File: src/rtl/spfu_pkg.sv
`timescale 1ns / 1ps
`default_nettype none

package spfu_pkg;

  // 1.0 in Q2.30
  localparam logic [31:0] QOne = 32'd1073741824;

  // one result bit of the square root per step
  localparam int unsigned SqrtSteps = 16;

  // accepted pair waiting for the back end; a = 2^30 - S, in 1 .. 2^30
  typedef struct packed {
    logic signed [15:0] u;
    logic signed [15:0] v;
    logic [30:0]        a;
  } spfu_item_t;

  // one stage of the square root pipeline
  typedef struct packed {
    logic signed [15:0] u;
    logic signed [15:0] v;
    logic signed [15:0] z;
    logic [30:0]        rem;
    logic [30:0]        res;
  } spfu_stage_t;

  function automatic logic signed [15:0] sat_q15(input logic signed [18:0] val);
    logic signed [15:0] r;
    if (val > 19'sd32767) begin
      r = 16'sd32767;
    end else if (val < -19'sd32768) begin
      r = -16'sd32768;
    end else begin
      r = $signed(val[15:0]);
    end
    return r;
  endfunction

endpackage

`default_nettype wire

File: src/rtl/spfu_intf.sv
`timescale 1ns / 1ps
`default_nettype none

interface spfu_in_if;
  logic               valid;
  logic               ready;
  logic signed [15:0] u_in;
  logic signed [15:0] v_in;

  modport source (output valid, output u_in, output v_in, input ready);
  modport sink (input valid, input u_in, input v_in, output ready);
endinterface

interface spfu_out_if;
  logic               valid;
  logic               ready;
  logic signed [15:0] x_out;
  logic signed [15:0] y_out;
  logic signed [15:0] z_out;

  modport source (output valid, output x_out, output y_out, output z_out, input ready);
  modport sink (input valid, input x_out, input y_out, input z_out, output ready);
endinterface

`default_nettype wire

File: src/rtl/sphere_point_from_uniform_pair.sv
// Sphere point picking from a pair of uniform Q1.15 values.
// Input channel in_i carries u_in and v_in; each beat is one candidate pair.
// Output channel out_o carries x_out, y_out, z_out (Q1.15) of a unit-sphere point.
// Pairs with u*u + v*v >= 1 are dropped and give no output beat; the
// receiver counts points, the source keeps feeding pairs.
// Throughput: one pair per cycle while out_o is not stalled. A kept pair
// passes 2 front stages, the queue, 17 root stages, multiply and the output
// register on its way to out_o. Each root stage after the first adds one bit.
// Front (squares, reject test) and back (root, scaling) are split by a
// QDepth-entry queue; the front stalls in_i only when the queue is full.
// A stall on out_o freezes the back pipeline; pairs keep entering until the
// queue fills, then in_i.ready drops. Output holds stable while stalled.
// Reset (rst_ni low, asynchronous) empties all stages and the queue; no
// other state is kept between pairs.
`timescale 1ns / 1ps
`default_nettype none

module sphere_point_from_uniform_pair
  import spfu_pkg::*;
#(
  parameter int unsigned QDepth = 4
) (
  input  wire logic  clk_i,
  input  wire logic  rst_ni,
  spfu_in_if.sink    in_i,
  spfu_out_if.source out_o
);

  spfu_item_t push_item, head;
  logic       push_valid, push_ready;
  logic       head_valid, pop;

  spfu_front u_front (
    .clk_i        (clk_i),
    .rst_ni       (rst_ni),
    .in_i         (in_i),
    .push_item_o  (push_item),
    .push_valid_o (push_valid),
    .push_ready_i (push_ready)
  );

  spfu_queue #(
    .Depth (QDepth)
  ) u_queue (
    .clk_i        (clk_i),
    .rst_ni       (rst_ni),
    .push_item_i  (push_item),
    .push_valid_i (push_valid),
    .push_ready_o (push_ready),
    .head_o       (head),
    .head_valid_o (head_valid),
    .pop_i        (pop)
  );

  spfu_back u_back (
    .clk_i        (clk_i),
    .rst_ni       (rst_ni),
    .head_i       (head),
    .head_valid_i (head_valid),
    .pop_o        (pop),
    .out_o        (out_o)
  );

endmodule

`default_nettype wire

File: src/rtl/spfu_front.sv
`timescale 1ns / 1ps
`default_nettype none

module spfu_front
  import spfu_pkg::*;
(
  input  wire logic clk_i,
  input  wire logic rst_ni,
  spfu_in_if.sink   in_i,
  output spfu_item_t push_item_o,
  output logic      push_valid_o,
  input  wire logic push_ready_i
);

  logic               s1_valid_q;
  logic signed [15:0] s1_u_q, s1_v_q;
  logic               s2_valid_q;
  logic signed [15:0] s2_u_q, s2_v_q;
  logic [30:0]        s2_uu_q, s2_vv_q;

  logic signed [31:0] uu_full, vv_full;
  logic [31:0]        s_sum;
  logic [31:0]        a_full;
  logic               keep;
  logic               adv;

  assign uu_full = s1_u_q * s1_u_q;
  assign vv_full = s1_v_q * s1_v_q;

  assign s_sum  = {1'b0, s2_uu_q} + {1'b0, s2_vv_q};
  assign keep   = s_sum < QOne;
  assign a_full = QOne - s_sum;

  // rejected pairs simply drop out of stage 2
  assign push_valid_o = s2_valid_q && keep;
  assign push_item_o  = '{u: s2_u_q, v: s2_v_q, a: a_full[30:0]};
  assign adv          = !push_valid_o || push_ready_i;
  assign in_i.ready   = adv;

  always_ff @(posedge clk_i or negedge rst_ni) begin
    if (!rst_ni) begin
      s1_valid_q <= 1'b0;
      s2_valid_q <= 1'b0;
    end else if (adv) begin
      s1_valid_q <= in_i.valid;
      s2_valid_q <= s1_valid_q;
    end
  end

  always_ff @(posedge clk_i) begin
    if (adv) begin
      s1_u_q  <= in_i.u_in;
      s1_v_q  <= in_i.v_in;
      s2_u_q  <= s1_u_q;
      s2_v_q  <= s1_v_q;
      s2_uu_q <= uu_full[30:0];
      s2_vv_q <= vv_full[30:0];
    end
  end

endmodule

`default_nettype wire

File: src/rtl/spfu_queue.sv
`timescale 1ns / 1ps
`default_nettype none

module spfu_queue
  import spfu_pkg::*;
#(
  parameter int unsigned Depth = 4
) (
  input  wire logic       clk_i,
  input  wire logic       rst_ni,
  input  wire spfu_item_t push_item_i,
  input  wire logic       push_valid_i,
  output logic            push_ready_o,
  output spfu_item_t      head_o,
  output logic            head_valid_o,
  input  wire logic       pop_i
);

  localparam int unsigned PtrW = (Depth > 1) ? $clog2(Depth) : 1;
  localparam int unsigned CntW = $clog2(Depth + 1);

  spfu_item_t      mem_q [Depth];
  logic [PtrW-1:0] wr_ptr_q, rd_ptr_q;
  logic [CntW-1:0] cnt_q;
  logic            push, pop;

  assign push_ready_o = cnt_q != CntW'(Depth);
  assign head_valid_o = cnt_q != '0;
  assign head_o       = mem_q[rd_ptr_q];
  assign push         = push_valid_i && push_ready_o;
  assign pop          = pop_i && head_valid_o;

  function automatic logic [PtrW-1:0] wrap_inc(input logic [PtrW-1:0] p);
    logic [PtrW-1:0] r;
    if (p == PtrW'(Depth - 1)) begin
      r = '0;
    end else begin
      r = p + 1'b1;
    end
    return r;
  endfunction

  always_ff @(posedge clk_i or negedge rst_ni) begin
    if (!rst_ni) begin
      wr_ptr_q <= '0;
      rd_ptr_q <= '0;
      cnt_q    <= '0;
    end else begin
      if (push) begin
        wr_ptr_q <= wrap_inc(wr_ptr_q);
      end
      if (pop) begin
        rd_ptr_q <= wrap_inc(rd_ptr_q);
      end
      if (push && !pop) begin
        cnt_q <= cnt_q + 1'b1;
      end else if (pop && !push) begin
        cnt_q <= cnt_q - 1'b1;
      end
    end
  end

  always_ff @(posedge clk_i) begin
    if (push) begin
      mem_q[wr_ptr_q] <= push_item_i;
    end
  end

endmodule

`default_nettype wire

File: src/rtl/spfu_back.sv
`timescale 1ns / 1ps
`default_nettype none

module spfu_back
  import spfu_pkg::*;
(
  input  wire logic       clk_i,
  input  wire logic       rst_ni,
  input  wire spfu_item_t head_i,
  input  wire logic       head_valid_i,
  output logic            pop_o,
  spfu_out_if.source      out_o
);

  logic                    en;
  logic                    stg_valid_q [SqrtSteps+1];
  spfu_stage_t             stg_q       [SqrtSteps+1];
  spfu_stage_t             stg_d       [SqrtSteps+1];

  logic                    mul_valid_q;
  logic signed [32:0]      px_q, py_q;
  logic signed [15:0]      mz_q;

  logic                    out_valid_q;
  logic signed [15:0]      x_q, y_q, z_q;

  logic signed [32:0]      zt;
  logic signed [32:0]      px_d, py_d;
  logic [15:0]             root;

  // whole pipeline moves together; the output register frees on a taken beat
  assign en    = !out_valid_q || out_o.ready;
  assign pop_o = en && head_valid_i;

  // z = (2a - 2^30) >>> 15, from the original remainder
  assign zt = $signed({1'b0, head_i.a, 1'b0}) - $signed({1'b0, QOne});

  always_comb begin
    stg_d[0] = '{u: head_i.u, v: head_i.v,
                 z: sat_q15({zt[32], zt[32:15]}),
                 rem: head_i.a, res: '0};
  end

  for (genvar j = 0; j < SqrtSteps; j++) begin : g_step
    localparam logic [30:0] Bit = 31'(1) << (2 * (SqrtSteps - 1 - j));
    logic [31:0] trial;

    assign trial = {1'b0, stg_q[j].res} + {1'b0, Bit};

    always_comb begin
      stg_d[j+1] = stg_q[j];
      if ({1'b0, stg_q[j].rem} >= trial) begin
        stg_d[j+1].rem = stg_q[j].rem - trial[30:0];
        stg_d[j+1].res = (stg_q[j].res >> 1) + Bit;
      end else begin
        stg_d[j+1].res = stg_q[j].res >> 1;
      end
    end
  end

  always_ff @(posedge clk_i or negedge rst_ni) begin
    if (!rst_ni) begin
      for (int i = 0; i <= SqrtSteps; i++) begin
        stg_valid_q[i] <= 1'b0;
      end
      mul_valid_q <= 1'b0;
      out_valid_q <= 1'b0;
    end else if (en) begin
      stg_valid_q[0] <= head_valid_i;
      for (int i = 1; i <= SqrtSteps; i++) begin
        stg_valid_q[i] <= stg_valid_q[i-1];
      end
      mul_valid_q <= stg_valid_q[SqrtSteps];
      out_valid_q <= mul_valid_q;
    end
  end

  always_ff @(posedge clk_i) begin
    if (en) begin
      for (int i = 0; i <= SqrtSteps; i++) begin
        stg_q[i] <= stg_d[i];
      end
    end
  end

  // root <= 32768 fits in 16 unsigned bits
  assign root = stg_q[SqrtSteps].res[15:0];
  assign px_d = stg_q[SqrtSteps].u * $signed({1'b0, root});
  assign py_d = stg_q[SqrtSteps].v * $signed({1'b0, root});

  always_ff @(posedge clk_i) begin
    if (en) begin
      px_q <= px_d;
      py_q <= py_d;
      mz_q <= stg_q[SqrtSteps].z;
      x_q  <= sat_q15(px_q[32:14]);
      y_q  <= sat_q15(py_q[32:14]);
      z_q  <= mz_q;
    end
  end

  assign out_o.valid = out_valid_q;
  assign out_o.x_out = x_q;
  assign out_o.y_out = y_q;
  assign out_o.z_out = z_q;

endmodule

`default_nettype wire
File: src/flat_wrapper.sv
// flat-port wrapper written by rule: the top's interface ports become plain ports
module sphere_point_from_uniform_pair_flat import spfu_pkg::*;
#(
  parameter int unsigned QDepth = 4
)
  (clk_i, rst_ni, in_i_valid, in_i_u_in, in_i_v_in, in_i_ready, out_o_valid, out_o_x_out, out_o_y_out, out_o_z_out, out_o_ready);
  spfu_in_if in_i_i ();
  spfu_out_if out_o_i ();
  input  wire logic clk_i;
  input  wire logic rst_ni;
  input wire logic [$bits(in_i_i.valid)-1:0] in_i_valid;
  input wire logic [$bits(in_i_i.u_in)-1:0] in_i_u_in;
  input wire logic [$bits(in_i_i.v_in)-1:0] in_i_v_in;
  output wire logic [$bits(in_i_i.ready)-1:0] in_i_ready;
  output wire logic [$bits(out_o_i.valid)-1:0] out_o_valid;
  output wire logic [$bits(out_o_i.x_out)-1:0] out_o_x_out;
  output wire logic [$bits(out_o_i.y_out)-1:0] out_o_y_out;
  output wire logic [$bits(out_o_i.z_out)-1:0] out_o_z_out;
  input wire logic [$bits(out_o_i.ready)-1:0] out_o_ready;
  assign in_i_i.valid = in_i_valid;
  assign in_i_i.u_in = in_i_u_in;
  assign in_i_i.v_in = in_i_v_in;
  assign in_i_ready = in_i_i.ready;
  assign out_o_valid = out_o_i.valid;
  assign out_o_x_out = out_o_i.x_out;
  assign out_o_y_out = out_o_i.y_out;
  assign out_o_z_out = out_o_i.z_out;
  assign out_o_i.ready = out_o_ready;
  sphere_point_from_uniform_pair #(.QDepth(QDepth)) u_core (.clk_i(clk_i), .rst_ni(rst_ni), .in_i(in_i_i), .out_o(out_o_i));
endmodule
File: config.mk
export PLATFORM = sky130hd
export DESIGN_NAME = sphere_point_from_uniform_pair_flat
export DESIGN_NICKNAME = d
export VERILOG_FILES = /design/src/rtl/spfu_pkg.sv /design/src/rtl/spfu_intf.sv /design/src/rtl/sphere_point_from_uniform_pair.sv /design/src/rtl/spfu_front.sv /design/src/rtl/spfu_queue.sv /design/src/rtl/spfu_back.sv /design/src/flat_wrapper.sv
export SDC_FILE = /design/constraint.sdc
export NUM_CORES = 2
export LEC_CHECK = 0
export BUFFER_PORTS_ARGS = -buffer_cell sky130_fd_sc_hd__buf_4
export CORE_MARGIN = 8
export CORE_UTILIZATION = 40
export DETAILED_ROUTE_END_ITERATION = 12
export REMOVE_ABC_BUFFERS = 1
export SYNTH_ARGS = -nofsm -noshare
export SYNTH_HDL_FRONTEND = slang
export SYNTH_HIERARCHICAL = 1
export SYNTH_SLANG_ARGS = --single-unit
File: constraint.sdc
create_clock -name clk_i -period 31.9 [get_ports clk_i]
set_input_delay 6.38 -clock clk_i [delete_from_list [all_inputs] [get_ports clk_i]]
set_output_delay 6.38 -clock clk_i [all_outputs]
set_load 0.01 [all_outputs]
# [Word level (Yosys, flattened, before mapping)]
# Memories as Yosys holds them, arrays and structs flattened.
# Index checks and enable logic that the tools add are counted.
# Widths: inputs -> output; s select.
[classes] reduce_logical=14 n_mux=44 div=0 shift=0 n_mul=4 n_addsub=55 eq_ne=3 n_bitwise=0 order_cmp=23
[op_table] operator="$mux 31" count=32
[op_table] operator="$ge 31x32->1" count=16
[op_table] operator="$sub 31x31->31" count=16
[op_table] operator="$mul 16x17->33" count=2
[op_table] operator="$mux 16" count=4
[op_table] operator="$mul 16x16->31" count=2
[op_table] operator="$gt 19x16->1 const B" count=2
[op_table] operator="$lt 19x16->1 const B" count=2
[op_table] operator="$sub 32x31->33 const B" count=1
[op_table] operator="$add 31x1->32 const B" count=1
[op_table] operator="$add 31x11->32 const B" count=1
[op_table] operator="$add 31x13->32 const B" count=1
[op_table] operator="$add 31x15->32 const B" count=1
[op_table] operator="$add 31x17->32 const B" count=1
[op_table] operator="$add 31x19->32 const B" count=1
[op_table] operator="$add 31x21->32 const B" count=1
[op_table] operator="$add 31x23->32 const B" count=1
[op_table] operator="$add 31x25->32 const B" count=1
[op_table] operator="$add 31x27->32 const B" count=1
[op_table] operator="$add 31x29->32 const B" count=1
[op_table] operator="$add 31x3->32 const B" count=1
[op_table] operator="$add 31x31->32" count=1
[op_table] operator="$add 31x31->32 const B" count=1
[op_table] operator="$add 31x5->32 const B" count=1
[op_table] operator="35 further kinds" count=51
[word_totals] register_bits=284 rom_bits=0 out_inout_bits=50 latch_bits=0 wordCells=181 memories=2 ramBits=2122
[mem_list] name="u_core.u_back.stg_q" words=17 width=110 rd=17 rd_clocked_by_memory_dff=0 wr=17 line="spfu_back.sv:17" source="spfu_stage_t stg_q [SqrtSteps+1];"
[mem_list] name="u_core.u_queue.mem_q" words=4 width=63 rd=1 rd_clocked_by_memory_dff=0 wr=1 line="spfu_queue.sv:22" source="spfu_item_t mem_q [Depth];"

# [Longest topological paths before layout]
[logic_depth] depth_word=8 depth_mapped=27 ltp_nobuf=26

# [Hierarchy]
# The synthesis kept the hierarchy.
[modules_own_cells] mod="spfu_back" instances=1 cells_per_inst=4998 area_per_inst_um2=73732.0 seq_area_each_um2=47020.1
[modules_own_cells] mod="spfu_front" instances=1 cells_per_inst=2406 area_per_inst_um2=23451.2 seq_area_each_um2=3713.6
[modules_own_cells] mod="spfu_queue" instances=1 cells_per_inst=366 area_per_inst_um2=9525.4 seq_area_each_um2=7742.4

# [Worst setup path after synthesis]
# Ideal clock, no wire load.
[synth_path] path_kind="in2reg" startpoint="input port out_o_ready" endpoint="register u_core.u_back.mz_q[0], read port of u_core.u_back.stg_q, enable pin" path_stages=3 t_arrival_ns=36.343 path_slack_ns=-6.316 path_buffers=1 required_ns=30.027 path_cell_list="nor2b_1 clkbuf_1 inv_1"
[synth_between] elab_chain_len=1
[synth_lines] item="from (decl)" line="flat_wrapper.sv:19" source="input wire logic [$bits(out_o_i.ready)-1:0] out_o_ready;"
[synth_lines] item="$logic_or 1x1->1" line="spfu_back.sv:32" source="assign en = !out_valid_q || out_o.ready;"
[synth_lines] item="to (decl)" line="spfu_back.sv:22" source="logic signed [15:0] mz_q;"
# Every way passes these cells.
# A chain may end at the register's enable or synchronous reset.

==> results by group <==
Synthesis
  – Largest area contributor in the netlist: edfxtp_1
  – Top-count cell post-synth: edfxtp_1
  – Area fraction in compound gates after synthesis: 0.0427
  – EDFF count, synth: 1924
  – Area contributors post-synth: edfxtp_1, fa_1, ha_1, inv_1, nand2_1
  – Cells after Synth: 7770
  – Seq cells post-synth: 1952
  – Post-Synth Simple-Gate Area: 0.0784
  – Adder-cell share of the synthesized area: 0.230
  – Async set-reset flop share out of synthesis: 0.0143
  – Post-Syn Area: 0.107 sq mm
  – Yosys warning count: 6
  – Top-area cell type share of the netlist area: 0.541
  – Post-synth top cells: edfxtp_1, inv_1, fa_1
  – Sequential area share after synthesis: 0.548
  – Main combinational cell family by area after synthesis: adder cells
  – Mux share of post-synthesis cell area: 0.0182
  – Ys flop type: edfxtp_1
  – XOR/XNOR Fraction of Synth Area: 0.0279
  – Netlist cell types: 89
  – Mean Syn Cell Area: 13.7 sq um

Die
  – FP Rows: 189
  – Total die area: 0.284 sq mm
  – Starting Density: 0.402
  – Total core area: 0.265 sq mm
  – Die Ht: 533 um
  – Die X: 533 um
  – IO Count: 86

STA
  – Max_slew headroom: 0.253
  – Slew @ Worst Pin: 1120 ps
  – Max Clock Skew: 68.5 ps
  – Crit share post-route: 0.382
  – Hold Vio Cnt, Final: 0
  – Fmax: 0.0821 GHz
  – PnR worst setup slack: 19720 ps
  – TNS Setup: 0 ps
  – Final min period: 12180 ps
  – RSZ-0062 raised after global routing: false
  – Max-slew violations: 0
  – Final setup fails: 0

Outcome
  – Status: completed

Finish
  – Design Area, Final: 0.118 sq mm
  – Share of layout cells above drive strength 1: 0.0767
  – Final cell count without fillers: 11634
  – Fillers: 23680
  – Nets@finish: 9421
  – Reg area: 0.0585 sq mm
  – Area of the multi-input gates: 0.0424 sq mm
  – Synth-to-Final Area Change: 10.9%

Global routing
  – Global-route wire length before repair: 312 mm
  – GRT overflow: 0
  – Largest net degree at the start of global routing: 201
  – Vias in the first global route: 60558
  – Antenna violations before repair: 2
  – GRT Util Overall: 0.133

Place
  – Hpwl dp: 133 mm
  – Port bufs: 85
  – Placed Cells: 11256
  – Pre-CTS setup slack: 18740 ps
  – Dpl cell area: 0.111 sq mm
  – GPL Wtd Cong: 0.851

Detailed routing
  – Total Wirelength: 189 mm
  – Vias: 56526
  – Drt first pass iters: 6
  – Drt via density: 4.86
  – DRC: 0
  – Remaining antenna violation count: 0
  – Iteration-0 DRC Markers: 3237
  – Wire length per cell: 16.3 um

Critical path
  – Reg2reg setup slack: 24060 ps
  – R2R depth: 25
  – Critical Path End: u_core/u_back/stg_q[0][1823]$_DFFE_PN_
  – Worst setup path start: out_o_ready
  – Worst Path Max Fanout: 200
  – Crit Path Class: in -> reg
  – FF-to-FF End: u_core/u_front/s2_uu_q[30]$_DFFE_PP_
  – CP arrival: 12610 ps
  – CP Capture Type: flop
  – RR Startpoint: u_core/u_front/s1_u_q[15]$_DFFE_PP_
  – Startpoint types: input port
  – WP data required: 32340 ps

Clock network
  – Clk Latency, worst-skew pair: 860 ps
  – CTS H-tree depth: 4
  – Clock Sink Count: 1952
  – # Post-CTS Setup Buffers: 0
  – Cts bufs inserted: 212
  – TritonCTS clock tree: built
  – Cts hold-fix bufs: 0
  – CTS root buffer: clkbuf_16
  – Post-CTS sizing: 0
  – Clock Tree Buf Depth: 4
  – Clock Pin Slew Worst Setup and Hold Paths: 60 ps

Worst hold path
  – Worst hold path class: reg -> reg

Flow run
  – Number of max-cap violations: 0
==> worst max-delay path: stages <==
cell and delay, ps:
buf_4 80, nor2b_2 30, buf_4 220, inv_8 590, buf_4 760, buf_4 790, buf_12 680, buf_4 930
buf_4 890, buf_4 850
==> layout make-up <==
class / instances / area share
Tap cell: 3533 / 0.0373
Timing Repair Buffer: 143 / 0.00928
Multi-Input combinational cell: 4278 / 0.358
Inverter: 1350 / 0.0429
Clock inverter: 134 / 0.0126
Clock buffer: 242 / 0.0460
Antenna cell: 2 / 0.0000423
Sequential cell: 1952 / 0.494
==> metrics by stage <==
stage	utilization	hold WS, ps
floorplan	-	400
global placement	0.420	400
detailed placement	0.420	405
CTS	0.446	392
global route	0.446	403
finish	0.446	389
==> kinds of logic (layout without fill, tap and decap cells) <==
group           Yosys count  count (layout)
flops                  1952            1952
simple gates           1679            1679
buf+inv                1540            1869
fa+ha+maj              1448            1448
compound gates          700             700
xor+xnor                340             340
mux                     110             110
other cells               1               3
==> worst min-delay path by stage <==
stage	from	to	slack, ps	cells past startpoint
global placement	u_core/u_back/stg_q[0][1727]$_DFFE_PN_	u_core/u_back/stg_q[0][1837]$_DFFE_PN_	400	0
CTS	u_core/u_back/stg_q[0][981]$_DFFE_PN_	u_core/u_back/stg_q[0][1090]$_DFFE_PN_	390	0
detailed placement	u_core/u_back/stg_q[0][1793]$_DFFE_PN_	u_core/u_back/mz_q[2]$_DFFE_PN_	400	0
floorplan	u_core/u_back/stg_q[0][1791]$_DFFE_PN_	u_core/u_back/mz_q[0]$_DFFE_PN_	400	0
finish	u_core/u_back/stg_q[0][499]$_DFFE_PN_	u_core/u_back/stg_q[0][609]$_DFFE_PN_	390	0
global route	u_core/u_back/stg_q[0][981]$_DFFE_PN_	u_core/u_back/stg_q[0][1090]$_DFFE_PN_	400	0
==> cell usage in the layout, fill, tap and decap left out, drive strengths merged, types with 86 or more instances in the layout <==
| master | synthesis | routed |
|---|---|---|
| nor3 | 105 | 105 |
| xor2 | 143 | 143 |
| a21oi | 174 | 174 |
| fa | 849 | 849 |
| clkbuf | 161 | 242 |
| clkinv | 6 | 86 |
| buf | 29 | 143 |
| o21ai | 166 | 166 |
| edfxtp | 1924 | 1924 |
| nor2 | 249 | 249 |
| inv | 1344 | 1362 |
| xnor2 | 197 | 197 |
| nand2 | 606 | 606 |
| and2 | 307 | 307 |
| a21o | 87 | 87 |
| ha | 599 | 599 |
==> layer usage <==
metal,wire length (um),vias to the layer above,GRT usage
met2,95900,931,0.239
met1,81100,28600,0.167
met5,0,-,0
li1,-,26661,-
met4,5120,0,0.0387
met3,6980,334,0.0189
==> sequential cells by signal, summed over array words and instances, names as in the netlist <==
| signal | count |
|---|---|
| u_core/u_front/s1_valid_q | 1 |
| u_core/u_back/py_q | 19 |
| u_core/u_back/px_q | 19 |
| u_core/u_queue/wr_ptr_q | 2 |
| u_core/u_back/stg_valid_q | 17 |
| u_core/u_back/out_o.y_out | 16 |
| u_core/u_front/s2_v_q | 16 |
| u_core/u_back/out_o.x_out | 16 |
| u_core/u_back/mz_q | 16 |
| u_core/u_queue/mem_q | 252 |
| u_core/u_front/s1_u_q | 16 |
| u_core/u_queue/cnt_q | 3 |
| u_core/u_front/s2_u_q | 16 |
| u_core/u_front/s2_valid_q | 1 |
| u_core/u_back/out_o.z_out | 16 |
| u_core/u_front/s2_uu_q | 29 |
| u_core/u_back/mul_valid_q | 1 |
| u_core/u_back/stg_q | 1448 |
| u_core/u_back/out_o.valid | 1 |
| u_core/u_queue/rd_ptr_q | 2 |
| u_core/u_front/s1_v_q | 16 |
| u_core/u_front/s2_vv_q | 29 |
Power is not shown: default switching activity piles up to over one toggle a cycle in this logic, so the estimate is an artifact.
